$ cat config.mk
export PLATFORM = sky130hd
export DESIGN_NAME = lpht_mod_unit
export DESIGN_NICKNAME = d
export VERILOG_FILES = /design/src/design/lpht_pkg.sv /design/src/design/lpht_mod_unit.sv
export SDC_FILE = /design/constraint.sdc
export NUM_CORES = 1
export LEC_CHECK = 0
export BUFFER_PORTS_ARGS = -buffer_cell sky130_fd_sc_hd__buf_4
export CAP_MARGIN = 20
export CORE_ASPECT_RATIO = 1.75
export CORE_UTILIZATION = 40
export DETAILED_ROUTE_END_ITERATION = 12
export GPL_TIMING_DRIVEN = 0
export PLACE_DENSITY_LB_ADDON = 0.1
export SLEW_MARGIN = 10
export SYNTH_ARGS = -nofsm -noshare
export SYNTH_HDL_FRONTEND = slang
export SYNTH_SLANG_ARGS = --single-unit
$ cat constraint.sdc
create_clock -name clk -period 2.8 [get_ports clk]
set_clock_uncertainty 0.05 [all_clocks]
set_input_delay 0.56 -clock clk [delete_from_list [all_inputs] [get_ports clk]]
set_output_delay 0.56 -clock clk [all_outputs]
set_load 0.02 [all_outputs]
$ cat src/design/lpht_pkg.sv
// lpht_pkg: shared types and constants for the linear probe hash table
// depends on nothing; imported by every module of the block
package lpht_pkg;

  localparam int KEY_W   = 32;
  localparam int VAL_W   = 32;
  localparam int CFG_W   = 11;
  localparam int CNT_W   = 11;

  // bucket status codes
  localparam logic [1:0] SLOT_EMPTY = 2'd0;
  localparam logic [1:0] SLOT_LIVE  = 2'd1;
  localparam logic [1:0] SLOT_TOMB  = 2'd2;

  // operation codes
  localparam logic [1:0] OP_INSERT  = 2'd0;
  localparam logic [1:0] OP_REPLACE = 2'd1;
  localparam logic [1:0] OP_DELETE  = 2'd2;
  localparam logic [1:0] OP_LOOKUP  = 2'd3;

  // result status codes
  localparam logic [1:0] ST_DONE    = 2'd0;
  localparam logic [1:0] ST_PRESENT = 2'd1;
  localparam logic [1:0] ST_MISSING = 2'd2;
  localparam logic [1:0] ST_FULL    = 2'd3;

  localparam logic [CFG_W-1:0] SIZE_RESET = 11'd1021;

  typedef logic [1:0]       op_t;
  typedef logic [KEY_W-1:0] key_t;
  typedef logic [VAL_W-1:0] val_t;

endpackage

$ cat src/design/lpht_mod_unit.sv
// lpht_mod_unit: bit-serial restoring remainder of the key by the table size
// depends on lpht_pkg
module lpht_mod_unit import lpht_pkg::*; #(
  parameter int W = 11
) (
  input  logic         clk,
  input  logic         rst_n,
  input  logic         start,
  input  key_t         dividend,
  input  logic [W-1:0] divisor,
  output logic         done,
  output logic [W-1:0] remainder
);

  localparam int CW = $clog2(KEY_W);

  logic          busy_r, busy_nxt;
  logic          done_r, done_nxt;
  logic [CW-1:0] cnt_r, cnt_nxt;
  key_t          q_r, q_nxt;
  logic [W-1:0]  d_r, d_nxt;
  logic [W-1:0]  rem_r, rem_nxt;
  logic [W:0]    shifted;

  // one quotient bit a cycle while busy: shift in a dividend bit, subtract if it fits
  always_comb begin
    busy_nxt = busy_r;
    done_nxt = 1'b0;
    cnt_nxt  = cnt_r;
    q_nxt    = q_r;
    d_nxt    = d_r;
    rem_nxt  = rem_r;
    shifted  = {rem_r, q_r[KEY_W-1]};
    if (start) begin
      busy_nxt = 1'b1;
      cnt_nxt  = '0;
      q_nxt    = dividend;
      d_nxt    = divisor;
      rem_nxt  = '0;
    end else if (busy_r) begin
      q_nxt = {q_r[KEY_W-2:0], 1'b0};
      if (shifted >= {1'b0, d_r}) begin
        rem_nxt = W'(shifted - {1'b0, d_r});
      end else begin
        rem_nxt = W'(shifted);
      end
      cnt_nxt = cnt_r + 1'b1;
      if (cnt_r == CW'(KEY_W - 1)) begin
        busy_nxt = 1'b0;
        done_nxt = 1'b1;
      end
    end
  end

  always_ff @(posedge clk) begin
    if (!rst_n) begin
      busy_r <= 1'b0;
      done_r <= 1'b0;
      cnt_r  <= '0;
    end else begin
      busy_r <= busy_nxt;
      done_r <= done_nxt;
      cnt_r  <= cnt_nxt;
    end
    q_r   <= q_nxt;
    d_r   <= d_nxt;
    rem_r <= rem_nxt;
  end

  assign done      = done_r;
  assign remainder = rem_r;

endmodule
# --- Yosys cells after proc, flatten, opt, wreduce, memory -nomap -nowiden ---
# Index checks and enable logic that the tools add are counted.
word_totals:
  regBits: 61
  out_inout_bits: 12
  word_cells: 22
op_classes:
  n_addsub: 2
  n_lt_le_gt_ge: 1
  eq_ne: 1
  muxes: 7
  bitwise_logic: 2
  n_reduce_logical: 3
ops:
  columns: ["operator", "n"]
  rows:
  - ["32-bit two-way mux", 2]
  - ["12-bit by 11-bit >= comparator with 1-bit output", 1]
  - ["11-bit two-way mux", 1]
  - ["11-bit subtractor", 1]
  - ["5-bit by 1-bit adder with 5-bit output, second input constant", 1]
  - ["5-bit == test, second input constant", 1]
  - ["1-bit two-way mux", 4]
  - ["3-bit OR reduction", 1]
  - ["1-bit inverter", 2]
  - ["2-bit nonzero test", 1]
  - ["2-bit OR reduction", 1]

# --- Longest topological paths before layout ---
# Gate-level depths: netlist (run 1).
depth:
  depth_word: 4
  depth_mapped: 10
  mapped_depth_nobuf: 9

# --- Least setup slack after synthesis (run 1) ---
# No wires, ideal clock.
synth_path:
  path_type: "register to register"
  start: "register rem_r[0], in the netlist remainder[0]"
  end: "register rem_r[6], in the netlist remainder[6]"
  t_arrival_ns: 2.541
  setup_slack_ns: 0.121
  stages_incl_launch_ff: 10
  n_path_buf: 1
  cell_sequence: "dfxtp_1 inv_1 fa_1 nand2b_2 o2bb2ai_2 a211o_1 and2_1 buf_6 or3b_1 a311oi_2"
synth_via:
  elab_chain_len: 2
  word_cells_on_any_way: 3
synth_lines:
  columns: ["element", "line_no", "text"]
  rows:
  - ["from (decl)", "lpht_mod_unit.sv:22", "logic [W-1:0] rem_r, rem_nxt;"]
  - ["from (signal assigned)", "lpht_mod_unit.sv:67", "rem_r <= rem_nxt;"]
  - ["11-bit subtractor / 12-bit by 11-bit >= comparator with 1-bit output (equally long branches)", "lpht_mod_unit.sv:43, lpht_mod_unit.sv:42", null]
  - ["11-bit two-way mux *", "lpht_mod_unit.sv:42", "if (shifted >= {1'b0, d_r}) begin"]
# Every way passes the cells marked *; elsewhere a longest branch is shown, timed or not.
# A chain may end at the register's enable or synchronous reset.

# --- Worst setup path after layout (run 1) ---
layout_path:
  start: "register q_r[31]"
  end: "register rem_r[6], in the netlist remainder[6]"
layout_via:
  elab_chain_len: 2
  word_cells_on_any_way: 3
layout_lines:
  columns: ["element", "line_no", "text"]
  rows:
  - ["from (decl)", "lpht_mod_unit.sv:20", "key_t q_r, q_nxt;"]
  - ["from (signal assigned)", "lpht_mod_unit.sv:65", "q_r <= q_nxt;"]
  - ["11-bit subtractor / 12-bit by 11-bit >= comparator with 1-bit output (equally long branches)", "lpht_mod_unit.sv:43, lpht_mod_unit.sv:42", null]
  - ["11-bit two-way mux *", "lpht_mod_unit.sv:42", null]
# Marks and branches as above.

==> impl_results.md, run 1 <==
* Status: finished, final reports clean
* Leak Pwr at 1.62 nW
* DRT iter0 DRCs at about 90
* Tmin final at 2.69 ns
* H-tree levels at 3
* Max Clk Rate at 371 MHz
* Post-DP Area at 3550 um2
* # setup viols final at 0
* Slowest stage delay, CP at 0.40 ns
* CP Max Fanout at 7
* Crit Path Category: register to register
* Layout cells sized above 1 at 0.357
* Core area at 7230 um2
* Final TNS setup at 0 ns
* Finished Core Util at 0.536
* Via count at around 2100
* Nets at 374
* Multi-input gate area at ~1300 um2
* Initial antenna violation count at 0
* Hold WC Path Type: input port to register
* RePlAce Congestion at 0.856
* Max clock buf depth at 2
* Post-DP HPWL at 4670 um
* Clock Sinks at 61
* Clk_lat worst skew at 0.33 ns
* Wirelength per Cell at 15.4 um
* Cell area after synthesis at 2990 um2
* WP data required at 2.99 ns
* Site Rows at 41
* Arrival @ worst endpoint at 2.89 ns
* RSZ-0062 raised after global routing: no
* IO buf count at 57
* Largest net degree at the start of global routing at 19
* 1st-pass router iterations at 4
* Initial Util at 0.414
* Sequential element share of the synthesized area at 0.552
* CTS tree: done
* CTS root buffer: clkbuf_16
* Total CTS buffers at 9
* Post-Syn Nets at 304
* Max Cap Viol at 0
* # IOs at 58
* Via/cell ratio at approximately 5.3
* Peak supply drop at 530 uV
* Element type at the critical path start: register
* Worst Tran Pin Value at between 0.7 and 0.8 ns
* Count of cell types in the netlist at 42
* Yosys top cell area share at 0.432
* #FFs+latches synth at 61
* Average size of a mapped cell at approximately 12 um2
* Die height at ~120 um
* First-pass GRT wire length at a little over 10000 um
* Worst-path cell chain: inv_1, ha_1, fa_2, nand2b_4, o2bb2ai_4, a211o_4, and2_1, buf_6, or3b_1, a311oi_2
* Tcrit/Tclk final at 0.962
* Hold slack at 0.354 ns
* Final Hold Vio Count at 0
* GRT overflow at 0
* Filler instances at about 660
* Area leader, netlist: edfxtp_1
* Layout area overhead at 29.5%
* # diodes at 0
* Vias in the first global route at between 2000 and 2500
* CP max stage cell: or3b_1
* Register area at between 1500 and 2000 um2
* Fin area at 3870 um2
* Crit end category: register
* Final wirelength at 6220 um
* Syn Inst Count at 244
* Pwr/cell area at 629 nW/um2
* Die Area at 7840 um2
* Slew Limit Fails at 0
* CTS clk-pin slew, worst paths at 0.05 ns
* Max-slew headroom at 0.499
* Synth top area cells: edfxtp_1, mux2_2, dfxtp_1
* Yosys warns at 0
* Die X at 67.4 um
* ANT nets after route at 0
* Overall global routing resource usage at 0.182
* DR DRC count at 0
[worst max-delay path: cells and delay by family (launching register included)]
kind | cells | cell delay [ns]
compound gates | 3 | 0.75
buf+inv | 2 | 0.18
simple gates | 3 | 0.71
fa+ha+maj | 2 | 0.57
flops | 1 | 0.35
[through the flow]
| step | worst slack (ns) | instances | total power, mW |
|---|---|---|---|
| 2_1_floorplan | 0.121 | 244 | 1.28 |
| 6_report | 0.106 | 405 | 2.44 |
| 3_3_place_gp | -0.283 | 387 | 1.39 |
| 4_1_cts | 0.0454 | 405 | 2.47 |
| 5_1_grt | 0.0123 | 405 | 2.55 |
| 3_5_place_dp | -0.133 | 388 | 1.40 |
[path summary, 6_finish.rpt]
check / start / endpoint / slack (ns) / cells past startpoint
worst min-delay path: divisor[5] / d_r[5]$_DFFE_PP_ / 0.35 / 1
worst max register to register: q_r[31]$_DFFE_PP_ / remainder[6]$_SDFFE_PP0P_ / 0.11 / 10
worst min register to register: remainder[7]$_SDFFE_PP0P_ / remainder[7]$_SDFFE_PP0P_ / 0.45 / 2
worst max-delay path: q_r[31]$_DFFE_PP_ / remainder[6]$_SDFFE_PP0P_ / 0.11 / 10
[synthesized netlist by cell type, drive strengths merged]
library cell	instances
o31ai	1
dfxtp	18
o211ai	1
and2	2
inv	16
a311oi	1
mux2	33
nor3	4
o22ai	1
a41oi	1
o2111a	1
or3b	1
nand4b	1
nand2b	4
nor2b	2
o2bb2ai	1
a211o	1
buf	1
a211oi	2
o221a	1
xor2	3
o21a	5
edfxtp	43
clkbuf	5
fa	1
a21oi	12
ha	13
a22o	3
o31a	1
nand4	3
o21ai	14
nand2	13
a21o	2
nor2	19
xnor2	4
or3	2
nand3	1
a32o	1
and3	3
mux2i	3
[state kept, by name (all words and copies together), names as in the netlist]
register   cells
remainder     11
done           1
busy_r         1
cnt_r          5
q_r           32
d_r           11
[where the power goes]
part           internal, mW  total, mW  switching [mW]
Clock                 0.678       1.05           0.377
Sequential             1.05       1.08          0.0248
Combinational         0.158      0.305           0.147
[final cells by class]
cell class / count / area share
Tap cell: 86 / 0.0278
Clock inverter: 6 / 0.0139
Clock buffer: 10 / 0.0591
Inverter: 16 / 0.0155
Sequential cell: 61 / 0.426
Multi-Input combinational cell: 161 / 0.330
Buffer: 6 / 0.00775
Timing Repair Buffer: 59 / 0.120
[layout by cell type (no fill, tap or decap), drive strengths merged, types with 2 or more instances in the layout]
| master | instances |
|---|---|
| a211oi | 2 |
| a21o | 2 |
| a21oi | 12 |
| a22o | 3 |
| and2 | 2 |
| and3 | 3 |
| buf | 60 |
| clkbuf | 15 |
| clkinv | 5 |
| dfxtp | 18 |
| edfxtp | 43 |
| ha | 13 |
| inv | 16 |
| mux2 | 33 |
| mux2i | 3 |
| nand2 | 13 |
| nand2b | 4 |
| nand4 | 3 |
| nor2 | 19 |
| nor2b | 2 |
| nor3 | 4 |
| o21a | 5 |
| o21ai | 14 |
| or3 | 2 |
| xnor2 | 4 |
| xor2 | 3 |
[cell families after synthesis]
kind of cell	count (synthesis)	share of synthesized area
buf+inv	22	0.0301
xor+xnor	7	0.0205
mux	36	0.134
flops	61	0.552
fa+ha+maj	14	0.0611
simple gates	55	0.0903
compound gates	49	0.112
[per-layer routing]
metal,share of wire,track usage,vias up
met5,0,0,-
met4,0.048,0.133,0
met3,0.041,0.0508,18
met2,0.53,0.311,59
met1,0.38,0.183,1010
li1,-,-,1042
[repair_timing]
| action | CTS | global route |
|---|---|---|
| hold buffers | 0 | 0 |
| pin swaps | 1 | 0 |
| resized for setup | 2 | 2 |
| buffers inserted | 1 | 0 |
| endpoints found under the hold margin | 0 | 0 |
| endpoints found under the setup margin | 1 | 1 |
Note: power is estimated with default switching activity, not from simulation.
==> run 2, diff against run 1 <==
CORE_ASPECT_RATIO = not set   (was 1.75)
HOLD_SLACK_MARGIN = 0.1   (was not set)
==> impl_results.md, run 2 (synthesis gave the netlist of run 1 again) <==
* Worst-path cell chain: inv_1, ha_2, fa_2, nand2b_2, o2bb2ai_2, a211o_4, and2_1, buf_6, or3b_4, a311oi_2
* Initial antenna violation count at 0 (unchanged)
* 1st-pass router iterations at 4 (unchanged)
* Core area at 7250 um2 (+0.28%)
* Tcrit/Tclk final at 0.960 (-0.00236)
* Most common cell after layout, fill and taps aside: buf_4
* Layout area overhead at 27.7%
* Slowest stage delay, CP at 0.39 ns (about the same)
* # setup viols final at 0 (unchanged)
* Max FFs per register at 32 (unchanged)
* Sw Share at 0.226 (+0.000352)
* Clock network power share at 0.386 (-0.047)
* Max clock buf depth at 2 (unchanged)
* # IOs at 58 (unchanged)
* First-pass GRT wire length at 9580 um (-4.9%)
* Non-Filler Instances at 419 (+3.5%)
* Clock Sinks at 61 (unchanged)
* Status: finished, final reports clean
* WP data required at 3.00 ns (about the same)
* Most frequent cells in the layout: buf_4, edfxtp_1, mux2_2
* Max-slew headroom at 0.478 (-0.0203)
* Hold WC Path Type: input port to register
* Max Clk Rate at 372 MHz (+0.25%)
* ANT nets after route at 0 (unchanged)
* Worst reg-to-reg setup slack at 0.11 ns (about the same)
* CP max stage cell: or3b_4
* Peak supply drop at 278 uV (-48%)
* Initial Util at 0.412 (-0.00114)
* Top reg by flops: q_r
* Vias in the first global route at 2026 (-6.9%)
* Tmin final at 2.69 ns (-0.00661 ns)
* Post-DP HPWL at 4210 um (-9.9%)
* Hold path cells at 1 (unchanged)
* Setup ws final at 0.112 ns (+0.00661 ns)
* Nets at 375 (+0.27%)
* Die height at 88.5 um (-24%)
* Hold Crit Start: divisor[2]
* CTS tree: done
* Filler instances at 674 (+2.3%)
* Site Rows at 31 (-24%)
* Fin area at 3820 um2 (-1.4%)
* Largest net degree at the start of global routing at 21 (+2)
* Worst Hold End: d_r[2]$_DFFE_PP_
* Via count at 2101 (-1.3%)
* IO buf count at 57 (unchanged)
* RSZ-0062 raised after global routing: no
* Slew Limit Fails at 0 (unchanged)
* Setup slack at placement at -0.0844 ns (+0.0481 ns)
* WP buf/inv at 2 (unchanged)
* Arrival @ worst endpoint at 2.88 ns (about the same)
* Total CTS buffers at 9 (unchanged)
* Placed cells at 401 (+3.4%)
* RePlAce Congestion at 0.832 (-2.9%)
* Pwr/cell area at 585 nW/um2 (-7.0%)
* Logic pwr share at 0.134 (+0.009)
* CP Max Fanout at 7 (unchanged)
* Via/cell ratio at 5.01 (-4.6%)
* GRT overflow at 0 (unchanged)
* Crit Path Category: register to register
* Post-DP Area at 3570 um2 (+0.46%)
* CTS clk-pin slew, worst paths at 0.07 ns (+0.02 ns)
* CTS root buffer: clkbuf_8
* R2R Path Start: q_r[31]$_DFFE_PP_
* Leak Pwr at 1.58 nW (-2.6%)
* Overall power at 2.23 mW (-8.3%)
* Register-to-Register Path Depth at 10 (unchanged)
* Net Sw Power at 0.504 mW (-8.2%)
* Crit path max-delay family: simple AND/OR/NAND/NOR gates
* Int Power at 1.73 mW (-8.4%)
* Power share of the sequential group at 0.480 (+0.038)
* Final wirelength at 5900 um (-5.3%)
* Final Hold Vio Count at 0 (unchanged)
* Crit end category: register
* DR DRC count at 0 (unchanged)
* Die Area at 7830 um2 (-0.18%)
* Clk_lat worst skew at 0.33 ns (about the same)
* DRT iter0 DRCs at 80 (-13%)
* Die X at 88.5 um (+31%)
* # diodes at 0 (unchanged)
* Max Cap Viol at 0 (unchanged)
* Overall global routing resource usage at 0.167 (-0.0152)
* Wirelength per Cell at 14.1 um (-8.4%)
* Worst Tran Pin Value at 0.780 ns (+0.0304 ns)
* Layout cells sized above 1 at 0.366 (+0.00826)
* H-tree levels at 3 (unchanged)
* Element type at the critical path start: register
* Reg-to-reg endpoint: remainder[6]$_SDFFE_PP0P_
[run 2: metrics by stage]
stage | utilization | hold slack (ns) | TNS (ns)
global placement | 0.489 | 0.433 | -9.50
detailed placement | 0.492 | 0.444 | -1.68
floorplan | - | 0.417 | 0
global route | 0.527 | 0.328 | 0
CTS | 0.524 | 0.330 | 0
finish | 0.527 | 0.348 | 0
[run 2: layout make-up]
type                       count  area [um2]  area share
tap                           99         124      0.0324
buffer                         6        30.0     0.00786
sequential                    61        1650       0.432
inverter                      16        60.1      0.0157
clock inverter                 4        72.6      0.0190
multi-input combinational    161        1270       0.331
clock buffer                  12         145      0.0380
timing repair buffer          60         470       0.123
[run 2: timing repair]
item	in CTS	in global routing
setup buffers	0	2
resized for setup	2	2
setup endpoints to repair	1	1
pin swaps	0	1
hold buffers	0	0
endpoints found under the hold margin	0	0
[run 2: how the worst max path moves through the flow]
stage	start	end	slack (ns)	depth (start not counted)
after floorplan	remainder[0]$_SDFFE_PP0P_	remainder[6]$_SDFFE_PP0P_	0.12	9
after global placement	start	q_r[22]$_DFFE_PP_	-0.30	4
after detailed placement	start	q_r[21]$_DFFE_PP_	-0.08	5
after CTS	q_r[31]$_DFFE_PP_	remainder[6]$_SDFFE_PP0P_	0.05	10
after global routing	q_r[31]$_DFFE_PP_	remainder[6]$_SDFFE_PP0P_	0.02	10
final	q_r[31]$_DFFE_PP_	remainder[6]$_SDFFE_PP0P_	0.11	10
[run 2: routing by layer]
metal / track usage / share of wire / up-vias
met3: 0.0597 / 0.056 / 9
met4: 0.0792 / 0.015 / 0
met2: 0.258 / 0.46 / 48
met5: 0 / 0 / -
li1: - / - / 1044
met1: 0.208 / 0.47 / 1000
[run 2: power by group through the flow]
stage          Combinational, mW  Clock [mW]  Sequential (mW)
6_report                   0.299       0.861             1.07
5_1_grt                    0.332       0.926             1.08
4_1_cts                    0.301       0.895             1.07
3_5_place_dp               0.297           0             1.09
3_3_place_gp               0.289           0             1.09
2_1_floorplan              0.182           0             1.09
[run 2: worst register-to-register path, stage by stage, from the launching register on]
cell and delay [ns]:
edfxtp_1 0.36, inv_1 0.05, ha_2 0.19, fa_2 0.35, nand2b_2 0.20, o2bb2ai_2 0.15
a211o_4 0.36, and2_1 0.15, buf_6 0.13, or3b_4 0.39, a311oi_2 0.22
==> run 3, diff against run 2 <==
ABC_AREA = 1   (was not set)
==> impl_results.md, run 3 <==
* RSZ-0062 raised after global routing: no
* Total CTS buffers at 9 (unchanged)
* Largest net degree at the start of global routing at 38 (+81%)
* Post-CTS setup buffer count at 0 (unchanged)
* Slowest stage delay, CP at 0.42 ns (+0.03 ns)
* CTS clk-pin slew, worst paths at 0.08 ns (about the same)
* Vias in the first global route at 2588 (+28%)
* Site Rows at 32 (+3.2%)
* Top reg by flops: q_r
* Final Hold Vio Count at 0 (unchanged)
* XOR/XNOR Fraction of Synth Area at 0.00799 (-0.0125)
* PostCTS Resize Cnt at 0 (-2)
* CP max stage cell: fa_1
* WP data required at 2.95 ns (-0.05 ns)
* Post-synthesis mux area share at 0 (-0.134)
* Clk_lat worst skew at 0.34 ns (about the same)
* Syn Inst Count at 403 (+65%)
* Post-Synth Adder-Cell Area at 0.0555 (-0.00553)
* Core area at 7850 um2 (+8.2%)
* Initial Util at 0.419 (+0.00671)
* # diodes at 0 (unchanged)
* Ys flop type: edfxtp_1
* CTS root buffer: clkbuf_8
* # hold bufs at CTS at 0 (unchanged)
* Hold WC Path Type: input port to register
* Tmin final at 2.21 ns (-0.475 ns)
* Cell repeated most along the worst path: nand2_1
* Via count at 2670 (+27%)
* Post-synth top cells: nand2_1, inv_1, edfxtp_1
* Post-synth EDFFs at 43 (unchanged)
* Pwr/cell area at 524 nW/um2 (-10%)
* First-pass GRT wire length at 11700 um (+22%)
* Slew Limit Fails at 0 (unchanged)
* Max FFs per register at 32 (unchanged)
* Max-slew headroom at 0.475 (-0.00323)
* Max Cap Viol at 0 (unchanged)
* Wirelength per Cell at 12.0 um (-15%)
* H-tree levels at 3 (unchanged)
* Die X at 92.7 um (+4.8%)
* Crit Path Category: register to register
* Arrival @ worst endpoint at 2.36 ns (-0.52 ns)
* #FFs+latches synth at 61 (unchanged)
* Peak supply drop at 292 uV (+5.2%)
* Element type at the critical path start: register
* Average size of a mapped cell at 8.16 um2 (-33%)
* Layout area overhead at 22.9%
* DR DRC count at 0 (unchanged)
* Final wirelength at 6920 um (+17%)
* Post-DP HPWL at 5030 um (+19%)
* Synth top area cells: edfxtp_1, nand2_1, dfxtp_1
* Most common cell after layout, fill and taps aside: nand2_1
* GRT overflow at 0 (unchanged)
* Worst Tran Pin Value at 0.786 ns (+0.00658 ns)
* Die height at 92.7 um (+4.8%)
* Overall global routing resource usage at 0.178 (+0.0117)
* Worst reg-to-reg setup slack at 0.59 ns (+0.48 ns)
* Yosys warns at 0 (unchanged)
* # setup viols final at 0 (unchanged)
* Yosys top cell area share at 0.393 (-0.0391)
* Via/cell ratio at 4.62 (-7.9%)
* Overall power at 2.12 mW (-5.2%)
* Clock Sinks at 61 (unchanged)
* # IOs at 58 (unchanged)
* Area leader, netlist: edfxtp_1
* CP Max Fanout at 10 (+3)
* Largest family of logic cells by synthesized area: simple AND/OR/NAND/NOR gates
* Count of cell types in the netlist at 30 (-29%)
* RePlAce Congestion at 0.839 (+0.95%)
* Max Clk Rate at 452 MHz (+21%)
* 1st-pass router iterations at 4 (unchanged)
* Count leader, synth: nand2_1
* Synth Area in Compound Gates at 0.0300 (-0.0816)
* Layout cells sized above 1 at 0.212 (-0.153)
* Tcrit/Tclk final at 0.790 (-0.170)
* Worst-path cell chain: inv_1, ha_1, fa_1, inv_1, nand2_1, nand2_1, nand2_2, nand2_1, nand2_2, nand3_2, buf_6, nand2_1, nand3_1, o21ai_1
* Most frequent cells in the layout: nand2_1, inv_1, buf_4
* ANT nets after route at 0 (unchanged)
* DRT iter0 DRCs at 141 (+76%)
* Leak Pwr at 2.04 nW (+29%)
* Nets at 531 (+42%)
* Simple-gate area share of the yosys netlist at 0.308 (+0.217)
* Initial antenna violation count at 0 (unchanged)
* Status: finished, final reports clean
* Post-Syn Nets at 463 (+52%)
* Synth async-reset ratio at 0 (unchanged)
* Cell area after synthesis at 3290 um2 (+10%)
* CTS tree: done
* IO buf count at 57 (unchanged)
* Max clock buf depth at 2 (unchanged)
* Sequential element share of the synthesized area at 0.502 (-0.0500)
* Die Area at 8590 um2 (+9.7%)
* Hold slack at 0.346 ns (-0.00201 ns)
* Crit end category: register
==> run 3: cell types whose count changed after synthesis, sizes merged, moves of 7 or more <==
| cell | before | now |
|---|---|---|
| inv | 16 | 62 |
| mux2 | 33 | 0 |
| nand4 | 3 | 14 |
| o21ai | 14 | 7 |
| nand2 | 13 | 174 |
| nand3 | 1 | 27 |
==> run 3: worst max-delay path, delay by kind of cell (launching register included) <==
family / cells / cell delay, ns
buf+inv: 3 / 0.35
fa+ha+maj: 2 / 0.64
simple gates: 8 / 0.63
compound gates: 1 / 0.08
flops: 1 / 0.32
==> run 3: layout make-up <==
| type | count | area [um2] |
|---|---|---|
| clock inverters | 7 | 72.6 |
| clock buffers | 9 | 124 |
| multi-input cells | 267 | 1320 |
| inverters | 62 | 233 |
| flip-flops and latches | 61 | 1650 |
| plain buffers | 13 | 85.1 |
| well taps | 102 | 128 |
| fillers | 797 | 3810 |
| repair buffers | 57 | 428 |
==> run 3: final timing paths <==
check                   startpoint                        end  depth (start not counted)
max              q_r[31]$_DFFE_PP_  remainder[4]$_SDFFE_PP0P_                         14
min                     divisor[4]           d_r[4]$_DFFE_PP_                          1
max reg2reg      q_r[31]$_DFFE_PP_  remainder[4]$_SDFFE_PP0P_                         14
min reg2reg  cnt_r[4]$_SDFFE_PP0P_      cnt_r[4]$_SDFFE_PP0P_                          2
==> run 3: through the flow <==
step / setup slack, ns / TNS (ns) / utilization / area, um2 / cells
2_1_floorplan: 0.799 / 0 / - / 3290 / 403
6_report: 0.588 / 0 / 0.515 / 4040 / 578
3_5_place_dp: 0.341 / 0 / 0.490 / 3840 / 562
4_1_cts: 0.579 / 0 / 0.515 / 4040 / 578
3_3_place_gp: -0.0370 / -1.11 / 0.490 / 3840 / 562
5_1_grt: 0.410 / 0 / 0.515 / 4040 / 578
==> run 3: kinds of logic (layout without fill, tap and decap cells) <==
group | Yosys count | in the layout
AOI/OAI and AO/OA | 17 | 17
xor gates and xnor gates | 3 | 3
and+or+nand+nor | 233 | 233
DFF | 61 | 61
adders and majority gates | 14 | 14
buffers and inverters | 75 | 148
==> run 3: report_power, final <==
part	switching, mW	internal (mW)
combinational	0.153	0.110
sequential	0.0203	1.04
clock	0.376	0.414
total	0.549	1.57
==> run 3: metal layers <==
metal	global-route usage	part of all wire
met3	0.0599	0.063
met5	0	0
met1	0.237	0.49
met2	0.272	0.43
met4	0.0615	0.017
